**src/design/cbmd_pkg.sv**
```systemverilog
// Package for the bus memory-map decoder: access and target codes, bank and
// register addresses, and the item, result, state and configuration structs.
// It depends on nothing else.
`timescale 1ns / 1ps

package cbmd_pkg;

  localparam int DEF_RAM_ADDR_BITS  = 16;
  localparam int DEF_SRAM_ADDR_BITS = 16;
  localparam int DEF_LAST_ROM_BANK  = 11;

  localparam int ADDR_W      = 24;
  localparam int OFFSET_W    = 23;
  localparam int VALUE_W     = 16;
  localparam int CFG_INDEX_W = 3;
  localparam int CFG_DATA_W  = 24;
  localparam int IN_TDATA_W  = 40;
  localparam int IN_TUSER_W  = 2;
  localparam int OUT_TDATA_W = 48;
  localparam int OUT_TUSER_W = 4;

  typedef enum logic [1:0] {
    OP_READ_BYTE  = 2'd0,
    OP_READ_WORD  = 2'd1,
    OP_WRITE_BYTE = 2'd2,
    OP_NONE       = 2'd3
  } op_t;

  typedef enum logic [3:0] {
    TGT_CONST = 4'd0,
    TGT_ROM   = 4'd1,
    TGT_SRAM  = 4'd2,
    TGT_WRAM  = 4'd3,
    TGT_VDATA = 4'd4,
    TGT_VSTAT = 4'd5,
    TGT_HV    = 4'd6,
    TGT_V     = 4'd7,
    TGT_H     = 4'd8
  } target_t;

  typedef enum logic [1:0] {
    LANE_WORD = 2'd0,
    LANE_LOW  = 2'd1,
    LANE_HIGH = 2'd2
  } lane_t;

  typedef enum logic [CFG_INDEX_W-1:0] {
    CFG_SRAM_ENABLED = 3'd0,
    CFG_SRAM_CUSTOM  = 3'd1,
    CFG_SRAM_BASE    = 3'd2,
    CFG_SRAM_TOP     = 3'd3,
    CFG_REGION_WEST  = 3'd4,
    CFG_VIDEO_PAL    = 3'd5
  } cfg_index_t;

  localparam logic [4:0] SRAM_BANK   = 5'h04;
  localparam logic [4:0] IO_BANK     = 5'h14;
  localparam logic [4:0] VIDEO_FIRST = 5'h18;
  localparam logic [4:0] VIDEO_LAST  = 5'h1B;
  localparam logic [4:0] WRAM_FIRST  = 5'h1C;

  localparam logic [ADDR_W-1:0] VIDEO_HOLE_MASK  = 24'h0700E0;
  localparam logic [ADDR_W-1:0] BUSREQ_ADDR      = 24'hA11100;
  localparam logic [ADDR_W-1:0] SOUND_RESET_ADDR = 24'hA11200;
  localparam logic [ADDR_W-1:0] SRAM_CTRL_ADDR   = 24'hA130F1;
  localparam logic [ADDR_W-1:0] IO_LAST_ADDR     = 24'hA1000D;
  localparam logic [ADDR_W-1:0] SOUND_LAST_ADDR  = 24'hA0FFFF;

  localparam logic [VALUE_W-1:0] BUSREQ_WORD  = 16'h8100;
  localparam logic [VALUE_W-1:0] BUSREQ_BYTE  = 16'h0081;
  localparam logic [VALUE_W-1:0] VERSION_BASE = 16'h0020;
  localparam logic [VALUE_W-1:0] PAD_BYTE     = 16'h00FF;
  localparam logic [VALUE_W-1:0] PAD_WORD_HI  = 16'hFF00;

  localparam logic [ADDR_W-1:0] SRAM_BASE_RESET = 24'h200000;
  localparam logic [ADDR_W-1:0] SRAM_TOP_RESET  = 24'h20FFFF;

  typedef struct packed {
    op_t               op;
    logic [ADDR_W-1:0] address;
    logic [7:0]        write_data;
    logic              bus_flag;
  } item_t;

  typedef struct packed {
    target_t             target;
    logic [OFFSET_W-1:0] offset;
    logic                is_write;
    lane_t               lane;
    logic [VALUE_W-1:0]  value;
  } result_t;

  typedef struct packed {
    logic       sram_mapped;
    logic       sound_in_reset;
    logic [7:0] fetch_toggle;
  } state_t;

  typedef struct packed {
    logic              sram_enabled;
    logic              sram_custom;
    logic [ADDR_W-1:0] sram_base;
    logic [ADDR_W-1:0] sram_top;
    logic              region_west;
    logic              video_pal;
  } cfg_t;

endpackage

```
**src/design/cbmd_decode.sv**
```systemverilog
// Combinational decode of one bus access into a target, offset and value,
// together with the next value of the decoder state. Depends on cbmd_pkg.
`timescale 1ns / 1ps

module cbmd_decode #(
  parameter int RAM_ADDR_BITS  = cbmd_pkg::DEF_RAM_ADDR_BITS,
  parameter int SRAM_ADDR_BITS = cbmd_pkg::DEF_SRAM_ADDR_BITS,
  parameter int LAST_ROM_BANK  = cbmd_pkg::DEF_LAST_ROM_BANK
) (
  input  cbmd_pkg::item_t   item,
  input  cbmd_pkg::cfg_t    cfg,
  input  cbmd_pkg::state_t  st,
  output cbmd_pkg::result_t res,
  output cbmd_pkg::state_t  st_nxt
);
  import cbmd_pkg::*;

  localparam logic [OFFSET_W-1:0] RAM_MASK  = OFFSET_W'((1 << RAM_ADDR_BITS) - 1);
  localparam logic [OFFSET_W-1:0] SRAM_MASK = OFFSET_W'((1 << SRAM_ADDR_BITS) - 1);
  localparam logic [4:0]          ROM_LAST  = 5'(LAST_ROM_BANK);

  logic [4:0]          bank;
  logic [4:0]          port_sel;
  logic [ADDR_W-1:0]   a;
  logic [ADDR_W-1:0]   sram_diff;
  logic [OFFSET_W-1:0] sram_off;
  logic [OFFSET_W-1:0] ram_off;
  logic                win;
  logic                is_word;
  logic [VALUE_W-1:0]  version;
  logic [VALUE_W-1:0]  io_val;
  logic [7:0]          fake_flip;

  assign a         = item.address;
  assign bank      = a[23:19];
  assign port_sel  = a[4:0];
  assign is_word   = (item.op == OP_READ_WORD);
  assign sram_diff = a - cfg.sram_base;
  assign sram_off  = sram_diff[OFFSET_W-1:0] & SRAM_MASK;
  assign ram_off   = a[OFFSET_W-1:0] & RAM_MASK;
  assign win       = (bank == SRAM_BANK) && st.sram_mapped && cfg.sram_enabled &&
                     (a >= cfg.sram_base) && (a <= cfg.sram_top);
  assign version   = VERSION_BASE | {8'd0, cfg.region_west, cfg.video_pal, 6'd0};
  assign fake_flip = ~st.fetch_toggle;

  always_comb begin
    io_val = '0;
    priority if (a <= SOUND_LAST_ADDR) begin
      io_val = '0;
    end else if (a == BUSREQ_ADDR) begin
      priority if (!item.bus_flag) begin
        io_val = '0;
      end else if (!is_word) begin
        io_val = BUSREQ_BYTE;
      end else begin
        io_val = BUSREQ_WORD | {8'd0, fake_flip};
      end
    end else if (a > IO_LAST_ADDR) begin
      io_val = '0;
    end else begin
      unique case (a[3:1])
        3'd0:                      io_val = version;
        3'd1, 3'd2, 3'd4, 3'd5:    io_val = PAD_BYTE;
        3'd3:                      io_val = is_word ? PAD_WORD_HI : PAD_BYTE;
        default:                   io_val = '0;
      endcase
    end
  end

  always_comb begin
    res.target   = TGT_CONST;
    res.offset   = '0;
    res.is_write = 1'b0;
    res.lane     = LANE_WORD;
    res.value    = '0;
    st_nxt       = st;

    priority if (item.op == OP_NONE) begin
      res.target = TGT_CONST;
    end else if (bank <= ROM_LAST) begin
      priority if (item.op == OP_WRITE_BYTE) begin
        if (win) begin
          res.target   = TGT_SRAM;
          res.offset   = sram_off;
          res.is_write = 1'b1;
        end
      end else if (win) begin
        if (!cfg.sram_custom) begin
          res.target = TGT_SRAM;
          res.offset = sram_off;
        end
      end else if (item.op == OP_READ_BYTE) begin
        res.target = TGT_ROM;
        res.offset = a[22:0];
      end else begin
        res.target = TGT_ROM;
        res.offset = {1'b0, a[22:1]};
      end
    end else if (bank == IO_BANK) begin
      if (item.op == OP_WRITE_BYTE) begin
        priority if (a == SOUND_RESET_ADDR) begin
          st_nxt.sound_in_reset = ~item.write_data[0];
        end else if (a == SRAM_CTRL_ADDR) begin
          st_nxt.sram_mapped = item.write_data[0];
        end else begin
          st_nxt = st;
        end
      end else begin
        res.value = io_val;
        if (is_word && item.bus_flag && (a == BUSREQ_ADDR)) begin
          st_nxt.fetch_toggle = fake_flip;
        end
      end
    end else if ((bank >= VIDEO_FIRST) && (bank <= VIDEO_LAST)) begin
      if ((a & VIDEO_HOLE_MASK) == '0) begin
        unique case (item.op)
          OP_READ_BYTE: begin
            priority if (port_sel[4:2] == 3'b001) begin
              res.target = TGT_VSTAT;
              res.lane   = port_sel[0] ? LANE_HIGH : LANE_LOW;
            end else if (port_sel == 5'd8) begin
              res.target = TGT_V;
            end else if (port_sel == 5'd9) begin
              res.target = TGT_H;
            end else begin
              res.target = TGT_CONST;
            end
          end
          OP_READ_WORD: begin
            priority if (port_sel < 5'd4) begin
              res.target = TGT_VDATA;
            end else if (port_sel < 5'd8) begin
              res.target = TGT_VSTAT;
            end else if (port_sel < 5'd10) begin
              res.target = TGT_HV;
            end else begin
              res.target = TGT_CONST;
            end
          end
          default: begin
            if (port_sel < 5'd4) begin
              res.target   = TGT_VDATA;
              res.is_write = 1'b1;
            end
          end
        endcase
      end
    end else if (bank >= WRAM_FIRST) begin
      res.target   = TGT_WRAM;
      res.offset   = is_word ? (ram_off & ~OFFSET_W'(1)) : ram_off;
      res.is_write = (item.op == OP_WRITE_BYTE);
    end else begin
      res.target = TGT_CONST;
    end
  end

endmodule

```
**src/design/cpu_bus_memory_map_decoder_unit.sv**
```systemverilog
// Top level of the bus memory-map decoder: stream ports, input register,
// result register, decoder state and configuration registers.
// Depends on cbmd_pkg and cbmd_decode.
`timescale 1ns / 1ps

// The block takes one bus access per item on the in_ channel and returns
// exactly one result item on the out_ channel for each, in order.
// An item is accepted when tvalid and tready are both high. It lands in the
// input register, is decoded by cbmd_decode and moves on into the result
// register, which drives out_tvalid. While out_tready stays high, throughput
// is one item per cycle: the input register and the result register each
// advance whenever the stage after them is empty or is being emptied.
// The decoder state (battery RAM mapping, sound CPU reset flag, fake fetch
// byte) is updated as an item moves into the result register, so every item
// sees the state left by the one before it.
// When the receiver holds out_tready low, the result stays in place, one more
// item waits in the input register, and in_tready then goes low.
// The configuration port writes a register at any edge with cfg_we high; it is
// meant to be used only while no item is in flight.
// Synchronous reset empties both registers, restores the configuration
// defaults, unmaps battery RAM, holds the sound CPU in reset and clears the
// fake fetch byte.
module cpu_bus_memory_map_decoder_unit #(
  parameter int RAM_ADDR_BITS  = cbmd_pkg::DEF_RAM_ADDR_BITS,
  parameter int SRAM_ADDR_BITS = cbmd_pkg::DEF_SRAM_ADDR_BITS,
  parameter int LAST_ROM_BANK  = cbmd_pkg::DEF_LAST_ROM_BANK
) (
  input  logic                                 clk,
  input  logic                                 rst_n,
  input  logic                                 in_tvalid,
  output logic                                 in_tready,
  // address[23:0], write_data[31:24], sound_cpu_bus_flag[32], zeros above
  input  logic [cbmd_pkg::IN_TDATA_W-1:0]      in_tdata,
  // operation[1:0]
  input  logic [cbmd_pkg::IN_TUSER_W-1:0]      in_tuser,
  output logic                                 out_tvalid,
  input  logic                                 out_tready,
  // target_offset[22:0], is_write[23], status_lane[25:24], read_value[41:26],
  // zeros above
  output logic [cbmd_pkg::OUT_TDATA_W-1:0]     out_tdata,
  // target[3:0]
  output logic [cbmd_pkg::OUT_TUSER_W-1:0]     out_tuser,
  input  logic                                 cfg_we,
  input  logic [cbmd_pkg::CFG_INDEX_W-1:0]     cfg_index,
  input  logic [cbmd_pkg::CFG_DATA_W-1:0]      cfg_wdata
);
  import cbmd_pkg::*;

  logic    s1_valid_r, s1_valid_nxt;
  item_t   s1_item_r;
  logic    out_valid_r, out_valid_nxt;
  result_t out_res_r;
  state_t  state_r;
  cfg_t    cfg_r, cfg_nxt;

  result_t dec_res;
  state_t  state_nxt;
  item_t   in_item;
  logic    in_accept;
  logic    s1_move;

  assign in_item.op         = op_t'(in_tuser);
  assign in_item.address    = in_tdata[23:0];
  assign in_item.write_data = in_tdata[31:24];
  assign in_item.bus_flag   = in_tdata[32];

  assign s1_move   = s1_valid_r && (!out_valid_r || out_tready);
  assign in_tready = !s1_valid_r || s1_move;
  assign in_accept = in_tvalid && in_tready;

  assign s1_valid_nxt  = in_accept || (s1_valid_r && !s1_move);
  assign out_valid_nxt = s1_move || (out_valid_r && !out_tready);

  cbmd_decode #(
    .RAM_ADDR_BITS  (RAM_ADDR_BITS),
    .SRAM_ADDR_BITS (SRAM_ADDR_BITS),
    .LAST_ROM_BANK  (LAST_ROM_BANK)
  ) u_decode (
    .item   (s1_item_r),
    .cfg    (cfg_r),
    .st     (state_r),
    .res    (dec_res),
    .st_nxt (state_nxt)
  );

  always_comb begin
    cfg_nxt = cfg_r;
    if (cfg_we) begin
      unique case (cfg_index)
        CFG_SRAM_ENABLED: cfg_nxt.sram_enabled = cfg_wdata[0];
        CFG_SRAM_CUSTOM:  cfg_nxt.sram_custom  = cfg_wdata[0];
        CFG_SRAM_BASE:    cfg_nxt.sram_base    = cfg_wdata[ADDR_W-1:0];
        CFG_SRAM_TOP:     cfg_nxt.sram_top     = cfg_wdata[ADDR_W-1:0];
        CFG_REGION_WEST:  cfg_nxt.region_west  = cfg_wdata[0];
        CFG_VIDEO_PAL:    cfg_nxt.video_pal    = cfg_wdata[0];
        default:          cfg_nxt = cfg_r;
      endcase
    end
  end

  always_ff @(posedge clk) begin
    if (!rst_n) begin
      s1_valid_r           <= 1'b0;
      out_valid_r          <= 1'b0;
      state_r.sram_mapped    <= 1'b0;
      state_r.sound_in_reset <= 1'b1;
      state_r.fetch_toggle   <= '0;
      cfg_r.sram_enabled   <= 1'b0;
      cfg_r.sram_custom    <= 1'b0;
      cfg_r.sram_base      <= SRAM_BASE_RESET;
      cfg_r.sram_top       <= SRAM_TOP_RESET;
      cfg_r.region_west    <= 1'b0;
      cfg_r.video_pal      <= 1'b0;
    end else begin
      s1_valid_r  <= s1_valid_nxt;
      out_valid_r <= out_valid_nxt;
      cfg_r       <= cfg_nxt;
      if (s1_move) begin
        state_r <= state_nxt;
      end
    end
  end

  always_ff @(posedge clk) begin
    if (in_accept) begin
      s1_item_r <= in_item;
    end
    if (s1_move) begin
      out_res_r <= dec_res;
    end
  end

  assign out_tvalid = out_valid_r;
  assign out_tuser  = out_res_r.target;
  assign out_tdata  = {6'd0, out_res_r.value, out_res_r.lane,
                       out_res_r.is_write, out_res_r.offset};

  a_fake_only_busreq: assert property (@(posedge clk) disable iff (!rst_n)
    s1_move && (state_nxt.fetch_toggle != state_r.fetch_toggle) |->
      (s1_item_r.op == OP_READ_WORD) && (s1_item_r.address == BUSREQ_ADDR))
    else $error("fake fetch byte changed outside a bus request word read");

  a_map_only_ctrl: assert property (@(posedge clk) disable iff (!rst_n)
    s1_move && (state_nxt.sram_mapped != state_r.sram_mapped) |->
      (s1_item_r.op == OP_WRITE_BYTE) && (s1_item_r.address == SRAM_CTRL_ADDR))
    else $error("battery RAM mapping changed outside its control register");

  a_write_target: assert property (@(posedge clk) disable iff (!rst_n)
    out_valid_r && out_res_r.is_write |->
      (out_res_r.target == TGT_SRAM) || (out_res_r.target == TGT_WRAM) ||
      (out_res_r.target == TGT_VDATA))
    else $error("write flag set for a target that takes no writes");

  a_lane_target: assert property (@(posedge clk) disable iff (!rst_n)
    out_valid_r && (out_res_r.lane != LANE_WORD) |-> (out_res_r.target == TGT_VSTAT))
    else $error("status lane set for a target other than video status");

  a_value_target: assert property (@(posedge clk) disable iff (!rst_n)
    out_valid_r && (out_res_r.value != '0) |-> (out_res_r.target == TGT_CONST))
    else $error("read value set for a target other than a constant");

endmodule
```
**config.mk**
```make
export PLATFORM = sky130hd
export DESIGN_NAME = cpu_bus_memory_map_decoder_unit
export DESIGN_NICKNAME = d
export VERILOG_FILES = /design/src/design/cbmd_pkg.sv /design/src/design/cbmd_decode.sv /design/src/design/cpu_bus_memory_map_decoder_unit.sv
export SDC_FILE = /design/constraint.sdc
export NUM_CORES = 1
export LEC_CHECK = 0
export ABC_AREA = 1
export ABC_CLOCK_PERIOD_IN_PS = 7500
export BUFFER_PORTS_ARGS = -buffer_cell sky130_fd_sc_hd__buf_2
export CAP_MARGIN = 10
export CORE_MARGIN = 5
export CORE_UTILIZATION = 40
export CTS_BUF_LIST = sky130_fd_sc_hd__clkbuf_8
export DETAILED_ROUTE_END_ITERATION = 10
export SLEW_MARGIN = 10
export SYNTH_ARGS = -nofsm -noshare
export SYNTH_HDL_FRONTEND = slang
export SYNTH_HIERARCHICAL = 1
export SYNTH_SLANG_ARGS = --single-unit
```
**constraint.sdc**
```tcl
create_clock -name clk -period 7.5 [get_ports clk]
set_clock_uncertainty 0.05 [all_clocks]
set_input_delay 0.75 -clock clk [delete_from_list [all_inputs] [get_ports clk]]
set_output_delay 0.75 -clock clk [all_outputs]
set_load 0.02 [all_outputs]
```
======== Yosys cells after proc, flatten, opt, wreduce, memory -nomap -nowiden ========
Index checks and enable logic that the tools add are counted.
cells by class
  $add $sub $neg .......................... 1
  $lt $le $gt $ge ......................... 11
  eq/ne operators ......................... 21
  muxes and demuxes ....................... 36
  bitwise logic cells ..................... 10
  reductions and logical operators ........ 35
operators by type and width
  cell                  count
  $mux 16               5
  $eq 24x24->1 const B  3
  $mux 27               2
  $pmux 16 s3           1
  $mux 23               2
  $mux 30               1
  $mux 28               1
  $mux 4                7
  $mux 26               1
  $mux 25               1
  $ge 24x24->1          1
  $gt 24x24->1 const B  1
  $le 24x24->1          1
  $le 24x24->1 const B  1
  $logic_not 24->1      1
  $mux 17               1
  $sub 16x16->16        1
  $eq 3x2->1 const B    4
  $eq 3x3->1 const B    4
  $reduce_and 2->1      6
  $logic_and 1x1->1     11
  $eq 5x4->1 const B    2
  $ge 5x5->1 const B    2
  $lt 5x4->1 const B    2
  24 further kinds      52
word-level totals
  bits in registers ....................... 137
  input bits .............................. 74
  output and inout bits ................... 54
  word-level logic and storage cells ...... 133

======== Depth between registers and ports, before layout ========
  word-level depth ........................ 9
  depth in mapped cells ................... 17
  mapped depth without buffers ............ 17

======== Modules after synthesis ========
The synthesis kept the hierarchy.
modules (own cells, without submodules)
  module                           instances  cells each  area each (sq um)  seq. area each (sq um)
  cpu_bus_memory_map_decoder_unit  1          454         5112.4             3713.6
  cbmd_decode                      1          752         3791.1             0.0

======== Worst setup path before layout ========
Ideal clock, no wire load.
  kind .................................... register to register
  from .................................... register s1_item_r[9] in the netlist's numbering
  to ...................................... register out_res_r, in the netlist out_tuser[0], data pin
  library setup time ...................... 0.267 ns
  arrival ................................. 2.125 ns
  required time ........................... 7.183 ns
  setup slack ............................. 5.058 ns
  stages on the path, launching flop included .. 16
  path buffers ............................ 1
  clock period less this slack ............ 2.442 ns
  path through ............................ edfxtp_1 > inv_1 > ha_1 > fa_1 > nand3b_1 > nand2_1 > nand2_1 > nand3_1 > nand2_1 > nand3_2 > nand2_2 > inv_4 > nand2_4 > buf_6 > nand2_1 > a21oi_1
between the ends
  word-level cells in the longest chain between the ends .. 8
  elaborated cells on any way between the ends .. 18
  those cells by class .................... order compare (4); eq/ne (1); mux (11); reduce/logical (2)
ends and longest elaborated chain
  what                                      RTL line                                text
  start, declared                           cpu_bus_memory_map_decoder_unit.sv:50   item_t s1_item_r;
  start signal, assigned                    cpu_bus_memory_map_decoder_unit.sv:126  s1_item_r <= in_item;
  $lt 5x4->1 or $eq 5x4->1 (tied branches)  cbmd_decode.sv:132, cbmd_decode.sv:121
  $mux 4, on equally long branches          cbmd_decode.sv:132, cbmd_decode.sv:121
  $mux 4, on equally long branches          cbmd_decode.sv:130, cbmd_decode.sv:118
  $pmux 4 s2                                cbmd_decode.sv:116                      unique case (item.op)
  $mux 4                                    cbmd_decode.sv:115                      if ((a & VIDEO_HOLE_MASK) == '0) begin
  $mux 4                                    cbmd_decode.sv:114                      end else if ((bank >= VIDEO_FIRST) && (bank <= VIDEO_LAST)) begin
  $mux 30                                   cbmd_decode.sv:99                       end else if (bank == IO_BANK) begin
  $mux 28 (*)                               cbmd_decode.sv:80                       end else if (bank <= ROM_LAST) begin
  end signal, assigned                      cpu_bus_memory_map_decoder_unit.sv:129  out_res_r <= dec_res;
  end, declared                             cpu_bus_memory_map_decoder_unit.sv:52   result_t out_res_r;
Every way passes the cells marked *; elsewhere a longest branch is shown, timed or not.
A chain may end at the register's enable or synchronous reset.

======== Worst setup path in the final report ========
  from .................................... register s1_item_r[34] in the netlist's numbering
  to ...................................... register state_r[9] in the netlist's numbering
between the ends
  word-level cells in the longest chain between the ends .. 3
  elaborated cells on any way between the ends .. 4
  those cells by class .................... eq/ne (2); bitwise (1); reduce/logical (1)
ends and longest elaborated chain
  what                            RTL line                                text
  $eq 2x2->1                      cbmd_decode.sv:78                       priority if (item.op == OP_NONE) begin
  $not 1->1 (no line)             n/a
  $reduce_and 7->1 (no line) (*)  n/a
  end signal, assigned            cpu_bus_memory_map_decoder_unit.sv:119  state_r <= state_nxt;
  end, declared                   cpu_bus_memory_map_decoder_unit.sv:53   state_t state_r;
Marks and branches as above.

==> summary.md <==
| Metric | Value |
|---|---|
| Commonest cells after routing, fill and taps aside | `nand2_1, inv_1, nor2_1, nand3_1, buf_2` |
| Via count | `7549` |
| Worst skew pair latency | `460 ps` |
| CTS tree | `built` |
| Worst path cell trace | `inv_1, nor2_1, clkinv_1, nor4_1, nand3_1, mux2i_1, inv_1, nand3b_1, nand2_1, nor2_1` |
| Global placement routability congestion | `between 0.9 and 1` |
| Die area | `24620 um2` |
| # diodes | `0` |
| Layout area overhead | `11.65%` |
| Total global-route track usage | `0.1778` |
| Clock power share | `0.341` |
| Core area | `21150 um2` |
| Worst EP arrival | `3600 ps` |
| Max transition margin | `0.2125` |
| Port Buffers | `107` |
| LEAKAGE | `just under 5 nW` |
| Status | `finished, final reports clean` |
| Clock Root Buffer | `clkbuf_8` |
| Power per cell area | `185.0 nW/um2` |
| Syn. warnings | `6` |
| Initial DRT Pass Iterations | `5` |
| Total grt overflow | `0` |
| Final Hold Viols | `0` |
| Reg2reg end | `state_r[9]` |
| Crit path from | `s1_item_r[34]` |
| Hold buffers post-CTS | `0` |
| Drt drc | `0` |
| Worst min-delay path class | `input pin to flop` |
| Final HPWL DP | `between 15 and 20 mm` |
| CP Capture Point | `state_r[9]` |
| Peak Freq | `303.2 MHz` |
| Critical Path End Type | `flop` |
| Commonest non-fill, non-tap cell in the layout | `nand2_1` |
| Net Sw Frac | `0.3090` |
| Comb power frac | `0.174` |
| Critical path fanouts, max | `19` |
| Reg2reg path depth | `10` |
| Reg-to-Reg Start | `s1_item_r[34]` |
| R2r setup slk | `4200 ps` |
| NumNets Final | `approximately 1400` |
| Slew Limit Fails | `0` |
| Required @ worst endpoint | `7800 ps` |
| IO Pins | `128` |
| Die X | `156.9 um` |
| RSZ-0062 raised after global routing | `no` |
| Vias in the first global route | `approximately 6700` |
| Antenna violations before repair | `0` |
| Synthesized instance count | `approximately 1200` |
| Sequential share of power | `0.485` |
| Postcts setup bufs | `0` |
| Share of layout cells above drive strength 1 | `0.1320` |
| H-tree Lvls | `4` |
| Post-Route WL | `22.11 mm` |
| WS Path Type | `flop to flop` |
| Sink Count | `~140` |
| Global-route wire length before repair | `around 35 mm` |
| Max-cap viol count | `0` |
| Final antenna-violating net count | `0` |
| Cts bufs inserted | `17` |
| DIE HEIGHT | `156.9 um` |
| Psw | `between 0.0005 and 0.0006 W` |
| Crit-path slowest cell | `clkinv_1` |
| Fin Setup TNS | `0 ps` |
| CP max stage delay | `730 ps` |
| Crit path launch type | `flop` |
| Design Power | `between 0.0015 and 0.002 W` |
| # setup viols final | `0` |
| Initial DRC count | `625` |
| Largest net degree at the start of global routing | `63` |
| Post-CTS sizing | `0` |
| Syn Area/Cell | `7.254 um2` |
| Max clock buf depth | `2` |
| Mapped cell area | `8632 um2` |
| Vias per cell | `4.830` |
| Wire per inst | `approximately 14 um` |
| Final Critical Period | `3298 ps` |
| Least-Margin Pin Slew | `1181 ps` |
| Rows | `53` |
| Internal power | `0.001232 W` |
| Fin crit share | `0.4398` |
| Initial Utilization | `0.4081` |
| Hold depth | `1` |
| Clock-pin slew on the worst setup and hold paths | `90 ps` |
| VDD IR-drop max | `0.00009664 V` |
==> metrics by stage <==
step                hold WS [ps]  setup slack, ps  utilization  cell area, um2  instances
floorplan                  378.9             5058            -            8651       1195
global placement           389.0             4313       0.4375            9254       1531
detailed placement         394.1             4302       0.4375            9254       1531
CTS                        384.9             4289       0.4556            9638       1563
global route               387.8             3948       0.4556            9638       1563
finish                     410.6             4202       0.4556            9638       1563
==> how the worst min path moves through the flow <==
stage                                to  slack [ps]         start
after floorplan               cfg_r[10]         380     cfg_r[10]
after global placement         cfg_r[5]         390      cfg_r[5]
after detailed placement      cfg_r[13]         390     cfg_r[13]
after CTS                 s1_item_r[22]         380  in_tdata[13]
after global routing      s1_item_r[22]         390  in_tdata[13]
final                     s1_item_r[22]         410  in_tdata[13]
==> routing by layer <==
metal,part of all wire,vias to the layer above,global-route usage
met1,0.49,3319,0.2612
met3,0.061,27,0.03409
met5,0,-,0
li1,-,3949,-
met4,0.019,0,0.05661
met2,0.43,254,0.2641
==> flip-flops by register name (all words and copies together) (netlist names) <==
name	flops
state_r	9
cfg_r	52
s1_valid_r	1
out_tuser	4
s1_item_r	28
out_tdata	42
out_tvalid	1
==> power groups by stage <==
| stage | combinational (W) | sequential (W) | clock [W] |
|---|---|---|---|
| 6_report | 0.000310 | 0.000864 | 0.000609 |
| 5_1_grt | 0.000351 | 0.000869 | 0.000656 |
| 4_1_cts | 0.000308 | 0.000864 | 0.000627 |
| 3_5_place_dp | 0.000306 | 0.000881 | 0 |
| 3_3_place_gp | 0.000303 | 0.000881 | 0 |
| 2_1_floorplan | 0.000212 | 0.000886 | 0 |
==> critical path: cells and delay by family, from the launching register on <==
kind,cells,cell delay (ps)
buffers and inverters,3,900
flip-flops,1,450
multiplexers,1,180
AND/OR/NAND/NOR,6,1620
==> area by class of cell <==
type | instances | area, um2
Clock buffer | 17 | 234.0
Clock inverter | 15 | 150.1
Fill cell | 2172 | 11520
Inverter | 193 | 726.9
Multi-Input combinational cell | 816 | 4141
Sequential cell | 137 | 3483
Tap cell | 275 | 344.1
Timing Repair Buffer | 110 | 558.0
Power figures use the tool's default switching activity.
